<file path="config.mk">
export PLATFORM = sky130hd
export DESIGN_NAME = c8cs_ram
export DESIGN_NICKNAME = d
export VERILOG_FILES = /design/src/rtl/chip8_core_subset_defines.svh /design/src/rtl/c8cs_ram.sv
export SDC_FILE = /design/constraint.sdc
export NUM_CORES = 1
export LEC_CHECK = 0
export BUFFER_PORTS_ARGS = -buffer_cell sky130_fd_sc_hd__clkbuf_2
export CORE_UTILIZATION = 60
export DETAILED_ROUTE_END_ITERATION = 8
export GPL_TIMING_DRIVEN = 0
export PLACE_DENSITY = 0.78
export SLEW_MARGIN = 20
export SYNTH_ARGS = -nofsm -noshare
export SYNTH_HDL_FRONTEND = slang
export SYNTH_SLANG_ARGS = --single-unit
</file>
<file path="constraint.sdc">
create_clock -name clock -period 2.1 [get_ports clock]
set_clock_uncertainty 0.15 [all_clocks]
set_input_delay 0.105 -clock clock [delete_from_list [all_inputs] [get_ports clock]]
set_output_delay 0.105 -clock clock [all_outputs]
set_load 0.005 [all_outputs]
</file>
<file path="src/rtl/chip8_core_subset_defines.svh">
// Assertion macros used by the core's top-level RTL file.
// Each macro expects signals named clock and reset in the including module.
`ifndef CHIP8_CORE_SUBSET_DEFINES_SVH
`define CHIP8_CORE_SUBSET_DEFINES_SVH

// Implication checked in the same cycle.
`define C8CS_ASSERT_SAME(lbl, ante, cons, msg) \
   lbl: assert property (@(posedge clock) disable iff (reset) (ante) |-> (cons)) \
      else $error(msg);

// Implication checked in the next cycle.
`define C8CS_ASSERT_NEXT(lbl, ante, cons, msg) \
   lbl: assert property (@(posedge clock) disable iff (reset) (ante) |=> (cons)) \
      else $error(msg);

`endif

</file>
<file path="src/rtl/c8cs_ram.sv">
// Generic single-write, single-read synchronous RAM with registered read data.
// No dependencies.
`default_nettype none

module c8cs_ram #(
   parameter int unsigned WIDTH = 8,
   parameter int unsigned DEPTH = 16,
   localparam int unsigned AW   = $clog2(DEPTH)
) (
   input  wire logic             clock,
   input  wire logic             wr_en,
   input  wire logic [AW-1:0]    wr_addr,
   input  wire logic [WIDTH-1:0] wr_data,
   input  wire logic [AW-1:0]    rd_addr,
   output logic      [WIDTH-1:0] rd_data
);

   logic [WIDTH-1:0] mem_ff [DEPTH];
   logic [WIDTH-1:0] rd_data_ff;

   always_ff @(posedge clock) begin
      if (wr_en) begin
         mem_ff[wr_addr] <= wr_data;
      end
      rd_data_ff <= mem_ff[rd_addr];
   end

   assign rd_data = rd_data_ff;

endmodule

`default_nettype wire

</file>
==> results.yml, run 1 <==
synthesis:
  yosys_warnings: 0
  ys_ff_latch: 136
  synth_adder_area_share_pct: 0
  syn_avg_cell_area_sq_um: 22.5
  synthXorXnorAreaFrac_pct: 0
  synth_area_leaders: "edfxtp_1 (75%), mux4_2 (7.9%), mux4_1 (7.1%)"
  seq_area_frac_synth_pct: 77.8
  synth_cells: 229
  synth_largest_area_cell: "edfxtp_1"
  synth_mux_area_share_pct: 15.0
  synth.top_cell.area_share_pct: 74.7
  yosys.cell_types.count: 19
  synth_nets: 247
  synth_compound_area_share_pct: 2.33
  synth-simple-area-share_pct: 3.18
  syn_area_sq_mm: 0.00515
  synth_top_family_by_area: "multiplexers"
pwr:
  finalPower_mw: 6.30
  p_leak_nw: 2.09
  vdd_drop_max_v: 0.000587
  p_per_area_mw_per_mm2: 1020
place:
  placed_cells: 358
  port-buffer-count: 24
  place_area_sq_mm: 0.00541
  dp_hpwl_um: 5710
  routabilityCongestion: 0.715
routing:
  drtAntennaViolNets: 0
  firstDrtPassIters: 5
  drt-initial-drc-count: 238
  vias: 2523
  wl_per_cell_um: 24.6
  vias_per_cell: 6.26
  wirelength_um: 9900
  drcViolationCount: 0
layout:
  area_growth_syn_to_layout_pct: 19.5
  fin_area_sq_mm: 0.00615
  layout-drive-gt1-share_pct: 29.5
  nNetsFinal: 303
  diodes: 0
  final_cell_count_no_fill: 403
hold_path:
  min_path_cells: 4
  min_path_type: "in2reg"
  holdPathEnd: "rd_data[5]"
  min_from: "rd_addr[3]"
sta:
  period_share_pct: 97.3
  relSlewSlack_pct: 44.1
  slew_viol_final: 0
  min_period_ps: 2040
  finalHoldViolations: 0
  worst_pin_slew_ps: 835
  setup_violations: 0
  rsz0062_at_grt: "no"
  fmax_mhz: 489
status:
  status: "finished, final reports clean"
die:
  pin_count: 26
  initial_utilization_pct: 62.3
  die_y_um: 94.6
  core_sq_mm: 0.00826
  die-area_sq_mm: 0.00895
  num_rows: 33
  die_w_um: 94.6
critical_path:
  r2r_setup_slack_ps: 60
  critPathKind: "reg2reg"
  r2r-start: "mem_ff[1][0]"
  cp_num_buf_inv: 1
  crit_chain: "mux4_1 > dlygate4sd3_1 > a22oi_1 > nand2_1"
  cp-start-kind: "flop"
  cp-end-kind: "flop"
  crit_family: "buffers and inverters"
  path_max_fanout: 1
  r2r_cells: 4
  critical_path_required_ps: 2340
  crit_path_top_delay_cell: "dlygate4sd3_1"
  rr_endpoint: "rd_data[0]"
  cp.arrival_ps: 2280
  slowest_delay_ps: 580
global_route:
  grt_pass1_vias: 2428
  grt_antenna_before_repair: 0
  grt_pass1_wl_um: 14400
  grt_max_degree: 17
  grt_usage_pct: 24.6
  grt_overflow_total: 0
cts:
  clock_sinks: 136
  clk_latency_ps: 510
  cts-resized-gates: 0
  numCtsBuffers: 17
  cts_tree: "yes"
  htree_levels: 4
  clkTransAtPathRegs_ps: 60
  cts_setup_buffers: 0
  clockBufferDepth: 2
  cts-root-buf: "clkbuf_8"
flow_run:
  cap_violations: 0
-- kinds of logic after synthesis --
logic type             Yosys count
AOI/OAI and AO/OA               16
muxes                           32
and+or+nand+nor                 35
DFF                            136
buffers and inverters           10
-- final cells by class --
class,instances,area [sq um]
plain buffers,10,86.3
fillers,460,2100
well taps,105,131
repair buffers,37,250
multi-input cells,83,1080
clock inverters,12,149
flip-flops and latches,136,4000
clock buffers,20,455
-- stage by stage --
stage	setup TNS [ps]	setup WS (ps)	hold WS (ps)	utilization [%]
floorplan	0	352	53.9	-
global placement	-1560	-195	326	65.4
detailed placement	0	179	325	65.6
CTS	0	92.2	35.7	74.5
global route	0	30.0	77.4	74.5
finish	0	56.2	41.2	74.5
-- registers in the layout, indices dropped and copies added, names as in the netlist --
signal / cells
mem_ff: 128
rd_data: 8
-- Yosys cell counts --
cell,number
a22oi_1,16
and2_1,1
and2b_1,1
buf_2,3
buf_4,1
buf_6,3
clkdlybuf4s25_2,3
dfxtp_1,8
edfxtp_1,128
mux4_1,14
mux4_2,18
nand2_1,9
nand2b_1,2
nand3_1,1
nand3b_1,2
nor2_1,13
nor2b_1,1
nor3_1,4
or3b_2,1
-- routing by layer --
metal / global-route usage [%] / part of all wire (%) / vias up
met4: 10.4 / 1.8 / 0
met3: 5.80 / 7.8 / 17
met2: 37.6 / 50 / 139
met5: 0 / 0 / -
met1: 34.7 / 41 / 1278
li1: - / - / 1089
-- tightest hold or removal path, stage by stage --
cell and delay, ps:
clkbuf_2 110, nor2_1 140, a22oi_1 200, nand2_1 90
-- worst max-delay path by stage --
stage                  from            to  slack [ps]  cells past startpoint
5_1_grt        mem_ff[1][0]    rd_data[0]          30                      4
2_1_floorplan    wr_addr[2]  mem_ff[0][0]         350                      2
3_5_place_dp     wr_addr[3]  mem_ff[4][7]         180                      3
6_report       mem_ff[1][0]    rd_data[0]          60                      4
4_1_cts        mem_ff[1][0]    rd_data[0]          90                      4
3_3_place_gp     wr_addr[2]  mem_ff[0][7]        -190                      3
-- layout by cell type (no fill, tap or decap), types with 4 or more instances in the layout --
cell type / n
edfxtp_1: 128
a22oi_1: 16
mux4_2: 18
nand2_1: 9
nor2_1: 13
dfxtp_1: 8
nor3_2: 4
clkbuf_8: 4
clkbuf_2: 24
mux4_1: 14
dlygate4sd3_1: 13
clkbuf_16: 16
-- where the power goes --
part	total (mW)	internal [mW]	switching [mW]
registers	3.05	3.04	0.0159
clock network	2.94	1.89	1.05
logic	0.308	0.136	0.172
-- what timing repair did --
action	in CTS	in global routing
hold endpoints to repair	154	0
setup endpoints to repair	0	0
hold buffers	13	0
Note: power is estimated with default switching activity, not from simulation.
==> inputs of run 2 (changes only) <==
clock period = 2.31 ns   (was 2.1 ns; I/O delays follow)
==> results.yml, run 2 (synthesized netlist as in run 1, its figures left out) <==
critical_path:
  r2r-start: "mem_ff[1][0]"
  rr_endpoint: "rd_data[0]"
  crit_chain: "mux4_1 > dlygate4sd3_1 > a22oi_1 > nand2_1"
  crit_family: "buffers and inverters"
  r2r_cells: 4
  r2r_setup_slack_ps: 260
  critPathLaunch: "mem_ff[1][0]"
  critical_path_required_ps: 2540
  critPathKind: "reg2reg"
  crit_path_top_delay_cell: "dlygate4sd3_1"
  cp-end-kind: "flop"
  slowest_delay_ps: 590
  cp-start-kind: "flop"
  cp_num_buf_inv: 1
  path_max_fanout: 1
  cp.arrival_ps: 2280
sta:
  setup_violations: 0
  finalHoldViolations: 0
  rsz0062_at_grt: "no"
  setup_tns_ps: 0
  worst_pin_slew_ps: 826
  min_period_ps: 2050
  slew_viol_final: 0
  setup_ws_ps: 263
  period_share_pct: 88.6
  relSlewSlack_pct: 44.8
  fmax_mhz: 489
hold_path:
  min_from: "rd_addr[3]"
  min_path_type: "in2reg"
  min_path_cells: 4
  holdPathEnd: "rd_data[5]"
pwr:
  p_leak_nw: 2.10
  p_per_area_mw_per_mm2: 929
  finalPower_mw: 5.73
  vdd_drop_max_v: 0.000525
routing:
  drcViolationCount: 0
  wirelength_um: 9950
  drt-initial-drc-count: 246
  drtAntennaViolNets: 0
  vias: 2493
  firstDrtPassIters: 7
  vias_per_cell: 6.17
  wl_per_cell_um: 24.6
die:
  core_sq_mm: 0.00826
  die-area_sq_mm: 0.00895
  die_y_um: 94.6
  pin_count: 26
  initial_utilization_pct: 62.3
  die_w_um: 94.6
  num_rows: 33
cts:
  cts-root-buf: "clkbuf_8"
  cts_setup_buffers: 0
  numCtsBuffers: 17
  clockBufferDepth: 2
  htree_levels: 4
  clock_sinks: 136
  cts_tree: "yes"
  clkTransAtPathRegs_ps: 60
  clk_latency_ps: 500
layout:
  final_core_util_pct: 74.6
  nNetsFinal: 304
  layout-drive-gt1-share_pct: 29.4
  layout_common_cells: "edfxtp_1 (128), clkbuf_2 (24), mux4_2 (18)"
  area_growth_syn_to_layout_pct: 19.7
  final_cell_count_no_fill: 404
  regMostFlops: "mem_ff"
  diodes: 0
  layout_commonest_cell: "edfxtp_1"
  largest_reg_flops: 128
place:
  dp_hpwl_um: 5710
  port-buffer-count: 24
  routabilityCongestion: 0.715
  placed_cells: 358
  place_ws_ps: 379
global_route:
  grt_usage_pct: 24.7
  grt_antenna_before_repair: 0
  grt_pass1_wl_um: 14400
  grt_pass1_vias: 2449
  grt_max_degree: 17
  grt_overflow_total: 0
flow_run:
  cap_violations: 0
status:
  status: "finished, final reports clean"
==> run 2: cell count changes in the layout (fill, tap and decap cells not counted) <==
cell / delta
dlygate4sd3_1: +1
==> run 2: final cells by class <==
cell class	instances	area, sq um
tap	105	131
timing repair buffer	38	260
buffer	10	86.3
multi-input combinational	83	1080
sequential	136	4000
clock buffer	20	455
fill	459	2090
clock inverter	12	149
==> run 2: worst max path at each step <==
stage               slack (ps)  cells after the start           end
floorplan                  550                      2  mem_ff[0][0]
global placement             5                      3  mem_ff[0][7]
detailed placement         380                      3  mem_ff[4][7]
CTS                        300                      4    rd_data[0]
global route               240                      4    rd_data[0]
finish                     260                      4    rd_data[0]
==> run 2: stage by stage <==
| step | hold slack, ps | cell area [sq um] |
|---|---|---|
| 2_1_floorplan | 64.4 | 5150 |
| 3_3_place_gp | 337 | 5400 |
| 3_5_place_dp | 336 | 5410 |
| 4_1_cts | 46.2 | 6160 |
| 5_1_grt | 87.9 | 6160 |
| 6_report | 62.2 | 6160 |
==> run 2: where the power goes <==
part / leakage (nW) / total [mW] / switching (mW) / internal [mW]
logic: 0.584 / 0.280 / 0.156 / 0.124
clock network: 0.290 / 2.67 / 0.950 / 1.72
registers: 1.22 / 2.77 / 0.0144 / 2.76
==> run 2: worst min-delay path, cell delays in order <==
cell and delay [ps]:
clkbuf_2 110, nor2_1 140, a22oi_1 200, nand2_1 90
==> run 2: timing repair <==
item | 4_1_cts | 5_1_grt
hold buffers | 14 | 0
resized for setup | 0 | 0
hold endpoints to repair | 154 | 0
==> run 2: per-layer routing <==
metal  part of all wire (%)  GRT usage (%)
met5                      0              0
met2                     51           37.6
met1                     42           34.8
met4                    1.4           10.6
met3                    5.9           5.80
